===== config.mk =====
export PLATFORM = sky130hd
export DESIGN_NAME = vshp_outq
export DESIGN_NICKNAME = d
export VERILOG_FILES = /design/src/rtl/vshp_pkg.sv /design/src/rtl/vshp_outq.sv
export SDC_FILE = /design/constraint.sdc
export NUM_CORES = 1
export LEC_CHECK = 0
export BUFFER_PORTS_ARGS = -buffer_cell sky130_fd_sc_hd__buf_2
export CAP_MARGIN = 5
export CORE_MARGIN = 10
export CORE_UTILIZATION = 46
export DETAILED_ROUTE_END_ITERATION = 16
export PLACE_DENSITY = 0.71
export SYNTH_ARGS = -nofsm -noshare
export SYNTH_HDL_FRONTEND = slang
export SYNTH_SLANG_ARGS = --single-unit

===== constraint.sdc =====
create_clock -name clk -period 2.7 [get_ports clk]
set_input_delay 0.135 -clock clk [delete_from_list [all_inputs] [get_ports clk]]
set_output_delay 0.135 -clock clk [all_outputs]
set_load 0.005 [all_outputs]

===== src/rtl/vshp_pkg.sv =====
// Shared types, constants and lookup tables for the sequence header parser.
// No dependencies; imported by every module of the block.
package vshp_pkg;

	localparam int VALUE_BITS   = 32;
	localparam int PREFIX_BYTES = 13;
	localparam int NFIELDS      = 18;
	localparam int FQ_DEPTH     = 4;

	// Grammar steps in bitstream order
	typedef enum logic [4:0] {
		ST_MAJOR    = 5'd0,
		ST_MINOR    = 5'd1,
		ST_PROFILE  = 5'd2,
		ST_LEVEL    = 5'd3,
		ST_FORMAT   = 5'd4,
		ST_SIZE_F   = 5'd5,
		ST_WIDTH    = 5'd6,
		ST_HEIGHT   = 5'd7,
		ST_CHROMA_F = 5'd8,
		ST_CHROMA   = 5'd9,
		ST_SCAN_F   = 5'd10,
		ST_INTERL   = 5'd11,
		ST_TOPFF    = 5'd12,
		ST_RATE_F   = 5'd13,
		ST_RATE_IX  = 5'd14,
		ST_RATE_N   = 5'd15,
		ST_RATE_D   = 5'd16,
		ST_ASP_F    = 5'd17,
		ST_ASP_IX   = 5'd18,
		ST_ASP_N    = 5'd19,
		ST_ASP_D    = 5'd20,
		ST_CLEAN_F  = 5'd21,
		ST_CLEAN_W  = 5'd22,
		ST_CLEAN_H  = 5'd23,
		ST_CLEAN_L  = 5'd24,
		ST_CLEAN_T  = 5'd25,
		ST_DONE     = 5'd26
	} gstep_t;

	typedef enum logic [1:0] {
		C_RUN  = 2'd0,
		C_EMIT = 2'd1,
		C_ERR  = 2'd2
	} cstate_t;

	typedef enum logic [1:0] {
		RES_NONE = 2'd0,
		RES_ALL  = 2'd1,
		RES_ERR  = 2'd2
	} gres_t;

	// Byte as classified by the front end
	typedef struct packed {
		logic [7:0] data;
		logic       last;
		logic       skip;
	} fe_item_t;

	// One result request
	typedef struct packed {
		logic [4:0]  field_code;
		logic [31:0] field_value;
		logic        last_field;
		logic        parse_error;
	} result_t;

	typedef logic [11:0][31:0] fmt_row_t;

	function automatic fmt_row_t mk_row(input logic [31:0] a, b, c, d, e, f,
		input logic [31:0] g, h, i, j, k, l);
		fmt_row_t r;
		r[0] = a; r[1] = b; r[2] = c;  r[3] = d;  r[4] = e;  r[5] = f;
		r[6] = g; r[7] = h; r[8] = i;  r[9] = j;  r[10] = k; r[11] = l;
		return r;
	endfunction

	// Base format defaults; columns land in fields 5,6,8..17
	function automatic fmt_row_t fmt_row(input logic [4:0] fmt);
		fmt_row_t r;
		case (fmt)
			5'd1:  r = mk_row(176, 120, 0, 0, 15000, 1001, 10, 11, 176, 120, 0, 0);
			5'd2:  r = mk_row(176, 144, 0, 1, 25, 2, 12, 11, 176, 144, 0, 0);
			5'd3:  r = mk_row(352, 240, 0, 0, 15000, 1001, 10, 11, 352, 240, 0, 0);
			5'd4:  r = mk_row(352, 288, 0, 1, 25, 2, 12, 11, 352, 288, 0, 0);
			5'd5:  r = mk_row(704, 480, 0, 0, 15000, 1001, 10, 11, 704, 480, 0, 0);
			5'd6:  r = mk_row(704, 576, 0, 1, 25, 2, 12, 11, 704, 576, 0, 0);
			5'd7:  r = mk_row(720, 480, 1, 0, 30000, 1001, 10, 11, 704, 480, 8, 0);
			5'd8:  r = mk_row(720, 576, 1, 1, 25, 1, 12, 11, 704, 576, 8, 0);
			5'd9:  r = mk_row(1280, 720, 0, 1, 60000, 1001, 1, 1, 1280, 720, 0, 0);
			5'd10: r = mk_row(1280, 720, 0, 1, 50, 1, 1, 1, 1280, 720, 0, 0);
			5'd11: r = mk_row(1920, 1080, 1, 1, 30000, 1001, 1, 1, 1920, 1080, 0, 0);
			5'd12: r = mk_row(1920, 1080, 1, 1, 25, 1, 1, 1, 1920, 1080, 0, 0);
			5'd13: r = mk_row(1920, 1080, 0, 1, 60000, 1001, 1, 1, 1920, 1080, 0, 0);
			5'd14: r = mk_row(1920, 1080, 0, 1, 50, 1, 1, 1, 1920, 1080, 0, 0);
			5'd15: r = mk_row(2048, 1080, 0, 1, 24, 1, 1, 1, 2048, 1080, 0, 0);
			5'd16: r = mk_row(4096, 2160, 0, 1, 24, 1, 1, 1, 2048, 1536, 0, 0);
			default: r = mk_row(640, 480, 0, 0, 24000, 1001, 1, 1, 640, 480, 0, 0);
		endcase
		return r;
	endfunction

	// Frame rate presets: {numerator, denominator}
	function automatic logic [63:0] rate_pair(input logic [3:0] ix);
		logic [63:0] r;
		case (ix)
			4'd1:    r = {32'd24000, 32'd1001};
			4'd2:    r = {32'd24, 32'd1};
			4'd3:    r = {32'd25, 32'd1};
			4'd4:    r = {32'd30000, 32'd1001};
			4'd5:    r = {32'd30, 32'd1};
			4'd6:    r = {32'd50, 32'd1};
			4'd7:    r = {32'd60000, 32'd1001};
			4'd8:    r = {32'd60, 32'd1};
			4'd9:    r = {32'd15000, 32'd1001};
			4'd10:   r = {32'd25, 32'd2};
			default: r = 64'd0;
		endcase
		return r;
	endfunction

	// Pixel aspect presets: {numerator, denominator}
	function automatic logic [63:0] aspect_pair(input logic [2:0] ix);
		logic [63:0] r;
		case (ix)
			3'd1:    r = {32'd1, 32'd1};
			3'd2:    r = {32'd10, 32'd11};
			3'd3:    r = {32'd12, 32'd11};
			3'd4:    r = {32'd40, 32'd33};
			3'd5:    r = {32'd16, 32'd11};
			3'd6:    r = {32'd4, 32'd3};
			default: r = 64'd0;
		endcase
		return r;
	endfunction

endpackage


===== src/rtl/vshp_outq.sv =====
// Result queue: two-entry buffer between the decoder and the result port.
// Depends on vshp_pkg.
module vshp_outq (
	input  logic              clk,
	input  logic              arst_n,
	input  logic              wr,
	input  vshp_pkg::result_t wr_item,
	output logic              wr_full,
	input  logic              pop,
	output logic              empty,
	output vshp_pkg::result_t rd_item
);
	import vshp_pkg::*;

	result_t    mem_q [2];
	logic       wr_q, rd_q;
	logic [1:0] cnt_q;
	logic       acc, pop_ok;

	assign wr_full = (cnt_q == 2'd2);
	assign empty   = (cnt_q == 2'd0);
	assign rd_item = mem_q[rd_q];
	assign acc     = wr && !wr_full;
	assign pop_ok  = pop && !empty;

	// Hold results
	always_ff @(posedge clk) begin
		if (acc)
			mem_q[wr_q] <= wr_item;
	end

	// Advance pointers
	always_ff @(posedge clk or negedge arst_n) begin
		if (!arst_n) begin
			wr_q  <= 1'b0;
			rd_q  <= 1'b0;
			cnt_q <= 2'd0;
		end else begin
			if (acc)
				wr_q <= ~wr_q;
			if (pop_ok)
				rd_q <= ~rd_q;
			cnt_q <= cnt_q + 2'(acc) - 2'(pop_ok);
		end
	end

endmodule


# Word level (Yosys, flattened, before mapping)
# Memory sizes are Yosys's and may differ from the RTL's.
# Cells that the tools add are included.
# W data, S select, Z words.
# classes
n_addsub	2
multipliers	0
div_mod_pow	0
n_lt_le_gt_ge	0
eq_ne	1
shift	0
mux	2
bitwise_logic	2
n_reduce_logical	5
# ops
op	count
$add A2 B1 Y2	1
$eq A2 B2 Y1 const B	1
$logic_and A1 B1 Y1	2
$logic_not A1 Y1	2
$logic_not A2 Y1	1
$mux W1	2
$not A1 Y1	2
$sub A2 B1 Y2	1
# totals
ff_bits	4
latch_bits	0
ramBits	78
mem_bits_ro	0
in_bits	43
output_inout_bits	41
word_cells	16
n_memories	1
# mem_list
name	depth	word_bits	read_ports	rd_clocked_by_memory_dff	wr	line	rtl
mem_q	2	39	1	0	1	vshp_outq.sv:15	result_t mem_q [2];

# Logic depth before layout (Yosys ltp)
# depth
depth_word	5
depth_mapped	7
depth_no_buf	7

# Worst setup path after synthesis
# OpenSTA, ideal clock, no wires.
# synth_path
path_type	register to register
startpoint	register cnt_q[1]
endpoint	memory mem_q[0][0] in the netlist's numbering (enable)
setup_time_ns	0.435
arrival_time_ns	2.239
required_ns	2.265
path_slack_ns	0.025
stages_incl_launch_ff	4
n_path_buf	0
period_less_slack_ns	2.675
path_cell_list	dfrtp_1 > nand2b_1 > nand2_1 > nor2_1
# synth_via
elab_chain_cells	5
# synth_lines
element	line	rtl
start: declaration	vshp_outq.sv:17	logic [1:0] cnt_q;
start signal: assignment	vshp_outq.sv:43	cnt_q <= cnt_q + 2'(acc) - 2'(pop_ok);
$eq A2 B2 Y1	vshp_outq.sv:20	assign wr_full = (cnt_q == 2'd2);
$logic_not A1 Y1	vshp_outq.sv:23	assign acc = wr && !wr_full;
$logic_and A1 B1 Y1	vshp_outq.sv:23	
$mux W1	vshp_outq.sv:28	if (acc)
$mux W1 (implied by the code)	vshp_outq.sv:29	mem_q[wr_q] <= wr_item;
end: declaration	vshp_outq.sv:15	
# No other way between the ends.

==> impl.org <==
** Synthesis
- During synthesis, Yosys emitted a total of 0 warnings.
- Synth Net Count :: 184
- Synth unique cells :: 13
- Fraction of the yosys area taken by sequential cells :: 0.807
- Post-synthesis cell count :: 139
- In this run the cell area of the synthesized design comes to 3030 µm².
- Counting flops and latches in the post-synthesis netlist gives 82.
- Each instance of the synthesized netlist takes up on average 21.8 µm².
- Main combinational cell family by area after synthesis :: multiplexers
- Complex-gate fraction of the synthesized area :: 0
- After synthesis, the share of cell area in mux cells is 0.145.
- Synthesized-area fraction occupied by xor and xnor cells :: 0.0116
- Area share of and/or/nand/nor cells after synthesis :: 0.0107
- Fraction of the mapped netlist area in adder cells :: 0.00827

** Flow run
- Number of max-cap violations :: 0

** Global route
- The via count of the first global-routing pass is 1,884.
- The first global-routing pass estimated 9710 µm of wire.
- Total congestion overflow after global routing :: 0
- The initial antenna violation count came to 0.
- Across every metal layer, demand over resource in global routing totals 0.125.
- Entering global routing, the biggest net connects 29 pins.

** Floorplanning
- After floorplanning, the core was divided into 29 placement rows.
- The die is 101 µm wide.
- The core region is 6390 µm².
- For this configuration, the core starts out at a cell density of 0.474.
- Die Outline Area :: 10,200 µm²
- Pin placement for this block handled 84 I/O pins.
- Measured along the y axis, the die boundary spans 101 µm.

** Cells and area
- In the final layout, the share of cells above drive strength 1 is 0.518.
- The filler cells instantiated in the layout total 474.
- The repair_antennas step left the layout with diodes totalling 0.
- The net count of the finished layout is 318.
- Area growth from synthesis to final layout :: 37.3%

** Clock network
- Number of clock sinks seen by CTS :: 82
- Post-CTS clock slew at the launch and capture registers of the worst setup and hold paths :: 80 ps
- TritonCTS built the clock tree.
- Buffer depth of the longest clock path :: 2
- For the worst-skew pair, the clock arrives at the later sink with an insertion delay of 330 ps.
- Max H-tree Level :: 3
- Clock tree synthesis selected as its root buffer the cell sky130_fd_sc_hd__clkbuf_8.
- Post-CTS repair timing setup buffer count :: 0
- Total CTS buffers :: 9

** Routing
- Wire length after detailed routing :: 6210 µm
- In this run the remaining antenna-violating nets after routing total 0.
- Before antenna repair, the detailed router went through 4 iterations.
- Per-cell via count in the routed design :: 4.79
- Routed wirelength normalized by instance count :: 17.5 µm
- The first routing iteration left 40 violations.
- DRC errors left :: 0
- Across all layers, the routed design uses 1,700 vias.

** Setup path
- Endpoint required time on the critical path :: 2570 ps
- Worst r2r path cells :: 3
- Type of the worst setup path :: flip-flop to primary output
- Largest driver fanout on the critical path :: 27
- Crit. End Element :: primary output
- The worst setup path is launched from a flip-flop.
- Reg-to-reg endpoint :: mem_q[1][10]$_DFFE_PP_
- The startpoint identified for the worst register-to-register timing path is cnt_q[1]$_DFF_PN0_.
- STA puts the critical path data arrival time at 1870 ps.
- The worst register-to-register path has a setup slack of 940 ps.

** Timing
- For the final database, setup skew stands at 6.51 ps.
- Final setup violation count :: 0
- Setup repair after global routing missed its margin :: no
- Hold violation total from the final report :: 0
- In the final timing run, aggregate negative setup slack is 0 ps.
- After layout, the minimum clock period comes to 2000 ps.
- In this run the tightest slew margin relative to its limit is 0.543.
- Worst Tran Pin Value :: 685 ps
- Of the available clock period, the critical path in the final layout requires 0.742.
- Number of max-slew violations in the final report :: 0
- Achievable Freq :: 499 MHz
- Hold timing on the final database bottoms out at a slack of 140 ps.

** Power
- Of the total power, the share spent switching nets is 0.271.
- Of the total power, registers draw 0.472.
- Power spent charging and discharging nets :: 0.00107 W
- Power spread over the standard cell area amounts to 946 nW/µm².
- Of the total power, the clock network draws 0.235.
- After layout, the design draws a total of 0.00393 W.
- Peak supply drop :: 0.618 mV
- The analysis attributes to cell leakage a power of 1.60 nW.
- Fraction of power consumed by combinational cells :: 0.293
- The internal power of the cells totals 0.00286 W.

** Placed design
- Buffers placed on the I/O ports in this run total 83.
- Once detailed placement completed, the half-perimeter wirelength came to 4040 µm.
- At the end of routability-driven placement, the weighted congestion stood at 0.704.

** Worst hold path
- The tightest min-delay check is of the primary input to async pin type.

** Outcome
- The flow ran to the end, and the final reports show no timing, DRC or antenna violations.
[layer usage]
metal | vias up | global-route usage | routed length [µm]
met2 | 40 | 0.231 | 3630
met1 | 844 | 0.124 | 2200
met4 | 0 | 0.0472 | 75
met5 | - | 0 | 0
li1 | 810 | - | -
met3 | 6 | 0.0439 | 307
[worst max-delay path, cell delays in order (launching register included)]
cell and delay [ps]:
sky130_fd_sc_hd__dfrtp_2 580, sky130_fd_sc_hd__buf_4 420, sky130_fd_sc_hd__mux2_2 390, sky130_fd_sc_hd__buf_2 130
[worst max-delay path by stage]
stage | start | endpoint | slack [ps] | cells after the start
after floorplan | cnt_q[1]$_DFF_PN0_ | mem_q[0][0]$_DFFE_PP_ | 30 | 3
after global placement | cnt_q[1]$_DFF_PN0_ | mem_q[1][27]$_DFFE_PP_ | 990 | 3
after detailed placement | cnt_q[1]$_DFF_PN0_ | mem_q[1][27]$_DFFE_PP_ | 930 | 3
after CTS | rd_q$_DFFE_PN0P_ | rd_item[27] | 680 | 3
after global routing | rd_q$_DFFE_PN0P_ | rd_item[19] | 610 | 3
final | rd_q$_DFFE_PN0P_ | rd_item[27] | 700 | 3
[cell families after synthesis]
kind of cell | count (synthesis)
XOR/XNOR | 4
adder cells (fa/ha/maj) | 2
buffers and inverters | 6
flip-flops | 82
multiplexers | 39
AND/OR/NAND/NOR | 6
[through the flow]
step | instances | worst slack [ps] | utilization | cell area, µm²
floorplan | 139 | 25.3 | - | 3030
global placement | 299 | 988 | 0.555 | 3550
detailed placement | 299 | 933 | 0.555 | 3550
CTS | 355 | 681 | 0.651 | 4160
global route | 355 | 606 | 0.651 | 4160
finish | 355 | 696 | 0.651 | 4160
[cells in the final DEF, fill, tap and decap left out, types with 2 or more instances in the layout]
cell,instances
sky130_fd_sc_hd__clkinv_2,2
sky130_fd_sc_hd__dfrtp_1,3
sky130_fd_sc_hd__mux2_2,39
sky130_fd_sc_hd__buf_4,3
sky130_fd_sc_hd__inv_1,2
sky130_fd_sc_hd__bufinv_16,2
sky130_fd_sc_hd__edfxtp_1,78
sky130_fd_sc_hd__buf_2,83
sky130_fd_sc_hd__xnor2_1,3
sky130_fd_sc_hd__clkbuf_8,9
sky130_fd_sc_hd__dlygate4sd3_1,40
sky130_fd_sc_hd__ha_1,2
[power by group through the flow]
stage | registers (W) | logic, W | clock network [W]
finish | 0.00186 | 0.00115 | 0.000922
floorplan | 0.00184 | 0.000713 | 0
global placement | 0.00187 | 0.00112 | 0
CTS | 0.00186 | 0.00119 | 0.000948
global route | 0.00188 | 0.00126 | 0.000995
detailed placement | 0.00189 | 0.00114 | 0
[cells in the mapped netlist]
cell type | n | area share
sky130_fd_sc_hd__buf_6 | 4 | 0.015
sky130_fd_sc_hd__nor2b_2 | 1 | 0.0029
sky130_fd_sc_hd__nand2b_1 | 1 | 0.0021
sky130_fd_sc_hd__xnor2_1 | 3 | 0.0087
sky130_fd_sc_hd__nand2_1 | 1 | 0.0012
sky130_fd_sc_hd__xor2_1 | 1 | 0.0029
sky130_fd_sc_hd__and3_1 | 1 | 0.0021
sky130_fd_sc_hd__inv_1 | 2 | 0.0025
sky130_fd_sc_hd__nor2_1 | 2 | 0.0025
sky130_fd_sc_hd__ha_1 | 2 | 0.0083
sky130_fd_sc_hd__dfrtp_1 | 4 | 0.033
sky130_fd_sc_hd__mux2_2 | 39 | 0.15
sky130_fd_sc_hd__edfxtp_1 | 78 | 0.77
[final cells by class]
cell class,instances,area (µm²),share of cell area
tap,77,96.3,0.0232
inverter,2,7.51,0.00181
multi-input combinational,51,541,0.130
timing repair buffer,127,858,0.207
clock buffer,10,128,0.0307
clock inverter,6,81.3,0.0196
sequential,82,2440,0.588
[sequential cells by signal, summed over array words and instances (netlist names)]
name / cells
cnt_q: 2
mem_q: 78
rd_q: 1
wr_q: 1
[timing repair]
item                      CTS  global route
hold endpoints to repair   82             0
hold buffers               40             0
resized for setup           0             0
Power figures use the tool's default switching activity.
