`src/rtl/vshp_pkg.sv`:
```
// Shared types, constants and lookup tables for the sequence header parser.
// No dependencies; imported by every module of the block.
package vshp_pkg;

	localparam int VALUE_BITS   = 32;
	localparam int PREFIX_BYTES = 13;
	localparam int NFIELDS      = 18;
	localparam int FQ_DEPTH     = 4;

	// Grammar steps in bitstream order
	typedef enum logic [4:0] {
		ST_MAJOR    = 5'd0,
		ST_MINOR    = 5'd1,
		ST_PROFILE  = 5'd2,
		ST_LEVEL    = 5'd3,
		ST_FORMAT   = 5'd4,
		ST_SIZE_F   = 5'd5,
		ST_WIDTH    = 5'd6,
		ST_HEIGHT   = 5'd7,
		ST_CHROMA_F = 5'd8,
		ST_CHROMA   = 5'd9,
		ST_SCAN_F   = 5'd10,
		ST_INTERL   = 5'd11,
		ST_TOPFF    = 5'd12,
		ST_RATE_F   = 5'd13,
		ST_RATE_IX  = 5'd14,
		ST_RATE_N   = 5'd15,
		ST_RATE_D   = 5'd16,
		ST_ASP_F    = 5'd17,
		ST_ASP_IX   = 5'd18,
		ST_ASP_N    = 5'd19,
		ST_ASP_D    = 5'd20,
		ST_CLEAN_F  = 5'd21,
		ST_CLEAN_W  = 5'd22,
		ST_CLEAN_H  = 5'd23,
		ST_CLEAN_L  = 5'd24,
		ST_CLEAN_T  = 5'd25,
		ST_DONE     = 5'd26
	} gstep_t;

	typedef enum logic [1:0] {
		C_RUN  = 2'd0,
		C_EMIT = 2'd1,
		C_ERR  = 2'd2
	} cstate_t;

	typedef enum logic [1:0] {
		RES_NONE = 2'd0,
		RES_ALL  = 2'd1,
		RES_ERR  = 2'd2
	} gres_t;

	// Byte as classified by the front end
	typedef struct packed {
		logic [7:0] data;
		logic       last;
		logic       skip;
	} fe_item_t;

	// One result request
	typedef struct packed {
		logic [4:0]  field_code;
		logic [31:0] field_value;
		logic        last_field;
		logic        parse_error;
	} result_t;

	typedef logic [11:0][31:0] fmt_row_t;

	function automatic fmt_row_t mk_row(input logic [31:0] a, b, c, d, e, f,
		input logic [31:0] g, h, i, j, k, l);
		fmt_row_t r;
		r[0] = a; r[1] = b; r[2] = c;  r[3] = d;  r[4] = e;  r[5] = f;
		r[6] = g; r[7] = h; r[8] = i;  r[9] = j;  r[10] = k; r[11] = l;
		return r;
	endfunction

	// Base format defaults; columns land in fields 5,6,8..17
	function automatic fmt_row_t fmt_row(input logic [4:0] fmt);
		fmt_row_t r;
		case (fmt)
			5'd1:  r = mk_row(176, 120, 0, 0, 15000, 1001, 10, 11, 176, 120, 0, 0);
			5'd2:  r = mk_row(176, 144, 0, 1, 25, 2, 12, 11, 176, 144, 0, 0);
			5'd3:  r = mk_row(352, 240, 0, 0, 15000, 1001, 10, 11, 352, 240, 0, 0);
			5'd4:  r = mk_row(352, 288, 0, 1, 25, 2, 12, 11, 352, 288, 0, 0);
			5'd5:  r = mk_row(704, 480, 0, 0, 15000, 1001, 10, 11, 704, 480, 0, 0);
			5'd6:  r = mk_row(704, 576, 0, 1, 25, 2, 12, 11, 704, 576, 0, 0);
			5'd7:  r = mk_row(720, 480, 1, 0, 30000, 1001, 10, 11, 704, 480, 8, 0);
			5'd8:  r = mk_row(720, 576, 1, 1, 25, 1, 12, 11, 704, 576, 8, 0);
			5'd9:  r = mk_row(1280, 720, 0, 1, 60000, 1001, 1, 1, 1280, 720, 0, 0);
			5'd10: r = mk_row(1280, 720, 0, 1, 50, 1, 1, 1, 1280, 720, 0, 0);
			5'd11: r = mk_row(1920, 1080, 1, 1, 30000, 1001, 1, 1, 1920, 1080, 0, 0);
			5'd12: r = mk_row(1920, 1080, 1, 1, 25, 1, 1, 1, 1920, 1080, 0, 0);
			5'd13: r = mk_row(1920, 1080, 0, 1, 60000, 1001, 1, 1, 1920, 1080, 0, 0);
			5'd14: r = mk_row(1920, 1080, 0, 1, 50, 1, 1, 1, 1920, 1080, 0, 0);
			5'd15: r = mk_row(2048, 1080, 0, 1, 24, 1, 1, 1, 2048, 1080, 0, 0);
			5'd16: r = mk_row(4096, 2160, 0, 1, 24, 1, 1, 1, 2048, 1536, 0, 0);
			default: r = mk_row(640, 480, 0, 0, 24000, 1001, 1, 1, 640, 480, 0, 0);
		endcase
		return r;
	endfunction

	// Frame rate presets: {numerator, denominator}
	function automatic logic [63:0] rate_pair(input logic [3:0] ix);
		logic [63:0] r;
		case (ix)
			4'd1:    r = {32'd24000, 32'd1001};
			4'd2:    r = {32'd24, 32'd1};
			4'd3:    r = {32'd25, 32'd1};
			4'd4:    r = {32'd30000, 32'd1001};
			4'd5:    r = {32'd30, 32'd1};
			4'd6:    r = {32'd50, 32'd1};
			4'd7:    r = {32'd60000, 32'd1001};
			4'd8:    r = {32'd60, 32'd1};
			4'd9:    r = {32'd15000, 32'd1001};
			4'd10:   r = {32'd25, 32'd2};
			default: r = 64'd0;
		endcase
		return r;
	endfunction

	// Pixel aspect presets: {numerator, denominator}
	function automatic logic [63:0] aspect_pair(input logic [2:0] ix);
		logic [63:0] r;
		case (ix)
			3'd1:    r = {32'd1, 32'd1};
			3'd2:    r = {32'd10, 32'd11};
			3'd3:    r = {32'd12, 32'd11};
			3'd4:    r = {32'd40, 32'd33};
			3'd5:    r = {32'd16, 32'd11};
			3'd6:    r = {32'd4, 32'd3};
			default: r = 64'd0;
		endcase
		return r;
	endfunction

endpackage

```
`src/rtl/vshp_front.sv`:
```
// Front end: takes unit bytes, tags prefix bytes to skip, and queues them.
// Depends on vshp_pkg.
module vshp_front (
	input  logic              clk,
	input  logic              arst_n,
	input  logic              push,
	output logic              full,
	input  logic [7:0]        data_byte,
	input  logic              last_byte,
	input  logic              deq,
	output logic              head_valid,
	output vshp_pkg::fe_item_t head
);
	import vshp_pkg::*;

	localparam int PW = $clog2(FQ_DEPTH);

	fe_item_t          mem_q [FQ_DEPTH];
	logic [PW-1:0]     wr_q, rd_q;
	logic [PW:0]       cnt_q;
	logic [3:0]        prefix_q;
	logic              acc;
	logic              pop_ok;

	assign full       = (cnt_q == (PW+1)'(FQ_DEPTH));
	assign head_valid = (cnt_q != '0);
	assign head       = mem_q[rd_q];
	assign acc        = push && !full;
	assign pop_ok     = deq && head_valid;

	// Count prefix bytes; restart at each unit end
	always_ff @(posedge clk or negedge arst_n) begin
		if (!arst_n) begin
			prefix_q <= '0;
		end else if (acc) begin
			if (last_byte)
				prefix_q <= '0;
			else if (prefix_q < 4'(PREFIX_BYTES))
				prefix_q <= prefix_q + 4'd1;
		end
	end

	// Queue storage
	always_ff @(posedge clk) begin
		if (acc) begin
			mem_q[wr_q].data <= data_byte;
			mem_q[wr_q].last <= last_byte;
			mem_q[wr_q].skip <= (prefix_q < 4'(PREFIX_BYTES));
		end
	end

	// Advance pointers
	always_ff @(posedge clk or negedge arst_n) begin
		if (!arst_n) begin
			wr_q  <= '0;
			rd_q  <= '0;
			cnt_q <= '0;
		end else begin
			if (acc)
				wr_q <= wr_q + PW'(1);
			if (pop_ok)
				rd_q <= rd_q + PW'(1);
			cnt_q <= cnt_q + (PW+1)'(acc) - (PW+1)'(pop_ok);
		end
	end

endmodule

```
`config.mk`:
```
export PLATFORM = sky130hd
export DESIGN_NAME = vshp_front
export DESIGN_NICKNAME = d
export VERILOG_FILES = /design/src/rtl/vshp_pkg.sv /design/src/rtl/vshp_front.sv
export SDC_FILE = /design/constraint.sdc
export NUM_CORES = 1
export LEC_CHECK = 0
export BUFFER_PORTS_ARGS = -buffer_cell sky130_fd_sc_hd__buf_2
export CAP_MARGIN = 15
export CORE_MARGIN = 2
export CORE_UTILIZATION = 45
export DETAILED_ROUTE_END_ITERATION = 12
export SETUP_SLACK_MARGIN = 0.2
export SYNTH_ARGS = -nofsm -noshare
export SYNTH_HDL_FRONTEND = slang
export SYNTH_SLANG_ARGS = --single-unit
```
`constraint.sdc`:
```
create_clock -name clk -period 2.81 [get_ports clk]
set_input_delay 0 -clock clk [delete_from_list [all_inputs] [get_ports clk]]
set_output_delay 0 -clock clk [all_outputs]
set_load 0.01 [all_outputs]
```
* Yosys cells after proc, flatten, opt, wreduce, memory -nomap -nowiden
Memories as Yosys holds them, arrays and structs flattened. Index checks and enable logic that the tools add are counted.
Operators by class: add/subtract/negate cells 5, order comparisons 1, equality and inequality tests 1, mux-type cells 4, reductions and logical operators 6
Operators by type and width (count):
- 4-bit 2-to-1 mux | 2
- 2-bit by 1-bit adder with 2-bit output, second input constant | 2
- 4-bit by 1-bit adder with 4-bit output, second input constant | 1
- 4-bit less-than comparator, second input constant | 1
- 3-bit by 1-bit adder with 3-bit output | 1
- 3-bit == test, second input constant | 1
- 3-bit nonzero test | 1
- 3-bit by 1-bit subtractor with 3-bit output | 1
- 1-bit logical AND | 2
- 1-bit 2-to-1 mux | 2
- 2-bit AND reduction | 1
- 2-bit nonzero test | 1
- 1-bit zero test | 1
Word-level totals: register bits 11, memory bits (writable) 40, input bits 13, output and inout bits 12, logic and storage cells 22, memories 1
Memories:
- mem_q | depth 4, bits a word 10, read ports 1, clocked after Yosys merged registers in 0, wr ports 1, RTL line vshp_front.sv:18 | fe_item_t mem_q [FQ_DEPTH];

* Depth between registers and ports, before layout
word-level depth 5, depth in mapped cells 11, gate-level depth less buffers 9

* Least setup slack after synthesis
Ideal clock, no wire load.
path kind reg2reg, start point reg cnt_q[1], end point reg cnt_q[2], setup time 0.123 ns, data arrival time 2.150 ns, data required time 2.687 ns, slack 0.538 ns, stages on the path, launching flop included 12, path buffers 2, clock period less this slack 2.272 ns, cells stage by stage dfrtp_1 or3b_1 buf_6 and2_4 buf_6 inv_1 ha_1 inv_1 ha_1 fa_1 xnor2_1 xnor2_1
Between the ends: longest elaborated chain between the ends 5, elaborated cells between the ends (all ways) 7, those cells by class add/sub: 2; eq/ne: 1; reduce/logical: 4
Ends and longest elaborated chain:
- start: declaration | RTL line vshp_front.sv:20 | logic [PW:0] cnt_q;
- start signal: assignment | RTL line vshp_front.sv:63 | cnt_q <= cnt_q + (PW+1)'(acc) - (PW+1)'(pop_ok);
- 3-bit == test | RTL line vshp_front.sv:25 | assign full = (cnt_q == (PW+1)'(FQ_DEPTH));
- 1-bit zero test | RTL line vshp_front.sv:28 | assign acc = push && !full;
- 1-bit logical AND | RTL line vshp_front.sv:28
- 3-bit by 1-bit adder with 3-bit output | RTL line vshp_front.sv:63
- 3-bit by 1-bit subtractor with 3-bit output (*) | RTL line vshp_front.sv:63
Mark *: on every way between the ends. The rest lies on a longest branch, timed or not. A chain may end at the register's enable or synchronous reset.

* Worst setup path after layout
Same ends and word-level chain as after synthesis.

==> results_tabular.tex <==
\begin{tabular}{lr}
\hline
Metric & Value \\
\hline
\multicolumn{2}{l}{\textbf{Clock tree}} \\
Maximum root-to-sink buffer count & 2 \\
Number of sinks on the clock net & roughly 50 \\
Setup fix buffers added after clock tree synthesis & 0 \\
TritonCTS clock tree & yes \\
Number of clock buffers inserted by TritonCTS & 5 \\
Maximum level of the CTS H-tree & 2 \\
Clock slew seen by the registers of the worst setup and hold paths & 0.08 ns \\
Worst skew pair latency & about 0.31 ns \\
Master cell of the clock root buffer & sky130\_fd\_sc\_hd\_\_clkbuf\_8 \\
\multicolumn{2}{l}{\textbf{Timing}} \\
Setup skew after layout & about 0.0048 ns \\
Max Freq & approximately 430 MHz \\
Final Hold Violating Endpoints & 0 \\
Time the final worst path needs with I/O delays and setup & around 2.3 ns \\
Worst-case headroom to the max-slew limit & roughly 51\% \\
Post-Route Setup TNS & 0 ns \\
Setup repair after global routing missed its margin & no \\
Crit path setup slack, layout & roughly 0.46 ns \\
Final number of max-transition violations & 0 \\
Share of the clock period used by the worst path after layout & 83.6\% \\
Measured slew at the worst slew-check pin & roughly 0.73 ns \\
Final-report setup violation count & 0 \\
\multicolumn{2}{l}{\textbf{Die}} \\
Effective utilization at floorplan & a little under half \\
Area of the core region & 4440 µm² \\
Total die area & 5270 µm² \\
Std cell rows & 24 \\
Chip width & a little over 70 µm \\
Die height & 72.6 µm \\
Number of primary I/O pins & 25 \\
\multicolumn{2}{l}{\textbf{Detailed routing}} \\
Routed WL & 3.65 mm \\
Routed Antenna Nets & 0 \\
Via density per instance & 5.44 \\
Detailed Routing Iterations Pass 1 & 4 \\
Drt wl/cell & between 15 and 20 µm \\
Number of vias in the routed layout & 1105 \\
DRC violations left & 0 \\
Initial detailed-routing violation count & 45 \\
\multicolumn{2}{l}{\textbf{Global route}} \\
Overall fraction of global-route tracks in use & roughly 15\% \\
Via count of the first global-routing pass & 1201 \\
Global route overflow & 0 \\
Antenna violations before repair & 0 \\
Met1 Track Usage GR & 17.5\% \\
Layer with the highest usage after global routing & met2 \\
Met3 usage & under 10\% \\
Met2 Resource Use GR & between 20\% and 30\% \\
Pin count of the biggest net entering global routing & 16 \\
Wire length of the first global-routing pass & 5.82 mm \\
\multicolumn{2}{l}{\textbf{Finish}} \\
Layout cell share with drive strength beyond 1 & between 30\% and 40\% \\
Commonest non-fill, non-tap cell in the layout & sky130\_fd\_sc\_hd\_\_edfxtp\_1 \\
Highest-count cells in the layout ignoring fill and taps & sky130\_fd\_sc\_hd\_\_edfxtp\_1, sky130\_fd\_sc\_hd\_\_buf\_2, sky130\_fd\_sc\_hd\_\_dfrtp\_1 \\
Filler Cells Inserted & $\sim$350 \\
Area used by multi-input combinational logic & a little under 600 µm² \\
Synth-to-layout area growth & 15.9\% \\
Count of inserted antenna diode cells & 0 \\
Seq. cell area & 1480 µm² \\
Final net count & approximately 170 \\
\multicolumn{2}{l}{\textbf{Place}} \\
Worst slack after detailed placement & roughly 0.48 ns \\
HPWL after detailed placement & $\sim$2.3 mm \\
Weighted congestion at the end of routability-driven global placement & approximately 0.8 \\
Port-buffer cells & 24 \\
\multicolumn{2}{l}{\textbf{Worst setup path}} \\
Critical path class & register to register \\
Nature of the critical path startpoint & register \\
Critical path fanouts, max & 10 \\
CP endpoint kind & register \\
Arrival time of the worst setup path & around 2.6 ns \\
Logic depth of the worst register-to-register path & 9 \\
Data required time of the critical path & 3.04 ns \\
\multicolumn{2}{l}{\textbf{Synthesis}} \\
Synth Cell Area & between 2000 and 2500 µm² \\
Yosys reg bits & a little over 50 \\
Leading area contributor after synthesis & sky130\_fd\_sc\_hd\_\_edfxtp\_1 \\
Primary FF master, synth & sky130\_fd\_sc\_hd\_\_edfxtp\_1 \\
Async set-or-reset flop fraction in the synthesized netlist & between 20\% and 30\% \\
Net count of the mapped netlist & about 140 \\
Avg Inst Size Synth & 18.7 µm² \\
Synth area leaders & sky130\_fd\_sc\_hd\_\_edfxtp\_1, sky130\_fd\_sc\_hd\_\_dfrtp\_1, sky130\_fd\_sc\_hd\_\_mux4\_2 \\
Synthesis warning total & 0 \\
Count of distinct cell types in the synthesized netlist & 30 \\
Post-synth EDFFs & 40 \\
Cells after synthesis & 113 \\
Part of the Yosys area used for sequential elements & between 60\% and 70\% \\
Area share of the largest cell type after synthesis & 56.7\% \\
\multicolumn{2}{l}{\textbf{Power and ir drop}} \\
Worst IR drop on VDD & roughly 0.49 mV \\
Total power divided by cell area & 929 nW/µm² \\
Pleak & between 0.9 and 1 nW \\
\multicolumn{2}{l}{\textbf{Job}} \\
Max-cap violation count & 0 \\
\multicolumn{2}{l}{\textbf{Status}} \\
Status & complete, no violations \\
\multicolumn{2}{l}{\textbf{Min path}} \\
Cell depth of the worst hold path & 3 \\
Worst min-delay path category & input port to register \\
\hline
\end{tabular}
==> logic make-up after synthesis <==
logic type | after synthesis | share of synthesized area [%]
adder cells (fa/ha/maj) | 9 | 5.67
flip-flops | 51 | 69.7
XOR/XNOR | 5 | 2.07
buffers and inverters | 13 | 3.07
AND/OR/NAND/NOR | 14 | 4.67
multiplexers | 11 | 11.3
AO/OA/AOI/OAI | 10 | 3.49
==> path summary, 6_finish.rpt <==
check | from | end | slack [ns]
max reg2reg | cnt_q[1] | cnt_q[2] | 0.46
min in group asynchronous | arst_n | wr_q[0] | 0.10
min | deq | rd_q[0] | 0.05
max | cnt_q[1] | cnt_q[2] | 0.46
max in group asynchronous | arst_n | rd_q[0] | 2.50
min reg2reg | cnt_q[0] | cnt_q[0] | 0.57
==> per-layer routing <==
metal  part of all wire [%]  wire, µm
met4                    1.7        62
met5                      0         0
met2                     50      1810
met3                    5.0       181
met1                     44      1590
==> per-stage QoR <==
stage	area [µm²]	utilization, %	hold slack (ns)	total power, W	cells
5_1_grt	2460	55.3	0.0644	0.00243	203
3_3_place_gp	2270	51.1	-0.120	0.00186	185
2_1_floorplan	2120	-	-0.296	0.00167	113
3_5_place_dp	2270	51.1	-0.112	0.00190	185
6_report	2460	55.3	0.0516	0.00228	203
4_1_cts	2460	55.3	0.0365	0.00231	203
==> report_power, final <==
part	total [W]	internal (W)	switching, W
Combinational	0.000706	0.000376	0.000331
Clock	0.000404	0.000169	0.000235
Sequential	0.00117	0.00101	0.000165
Total	0.00228	0.00155	0.000731
==> critical path, stage by stage, from the launching register on <==
cell                      delay, ns
sky130_fd_sc_hd__dfrtp_1       0.41
sky130_fd_sc_hd__or3b_1        0.52
sky130_fd_sc_hd__and2_4        0.25
sky130_fd_sc_hd__inv_1         0.06
sky130_fd_sc_hd__ha_1          0.12
sky130_fd_sc_hd__inv_1         0.04
sky130_fd_sc_hd__ha_1          0.18
sky130_fd_sc_hd__fa_1          0.38
sky130_fd_sc_hd__xnor2_1       0.18
sky130_fd_sc_hd__xnor2_1       0.13
==> cell usage after synthesis, types with 2 or more instances <==
| cell | instances |
|---|---|
| sky130_fd_sc_hd__xnor2_1 | 4 |
| sky130_fd_sc_hd__mux4_2 | 10 |
| sky130_fd_sc_hd__ha_1 | 8 |
| sky130_fd_sc_hd__edfxtp_1 | 40 |
| sky130_fd_sc_hd__inv_1 | 9 |
| sky130_fd_sc_hd__a31oi_1 | 2 |
| sky130_fd_sc_hd__and3_2 | 4 |
| sky130_fd_sc_hd__a21oi_1 | 2 |
| sky130_fd_sc_hd__buf_6 | 2 |
| sky130_fd_sc_hd__dfrtp_1 | 11 |
| sky130_fd_sc_hd__a31o_2 | 2 |
==> sequential cells by signal, summed over array words and instances, names as in the netlist <==
name	cells
cnt_q	3
mem_q	40
prefix_q	4
rd_q	2
wr_q	2
==> cell type report <==
class / instances / share of cell area [%]
inverter: 9 / 1.38
clock inverter: 3 / 0.611
clock buffer: 5 / 2.80
sequential: 51 / 60.1
timing repair buffer: 34 / 8.97
tap: 52 / 2.65
multi-input combinational: 49 / 23.5
==> repair_timing <==
action / CTS / global route
hold buffers: 10 / 0
gates resized for setup: 0 / 0
endpoints found under the hold margin: 48 / 0
Note: power is estimated with default switching activity, not from simulation.
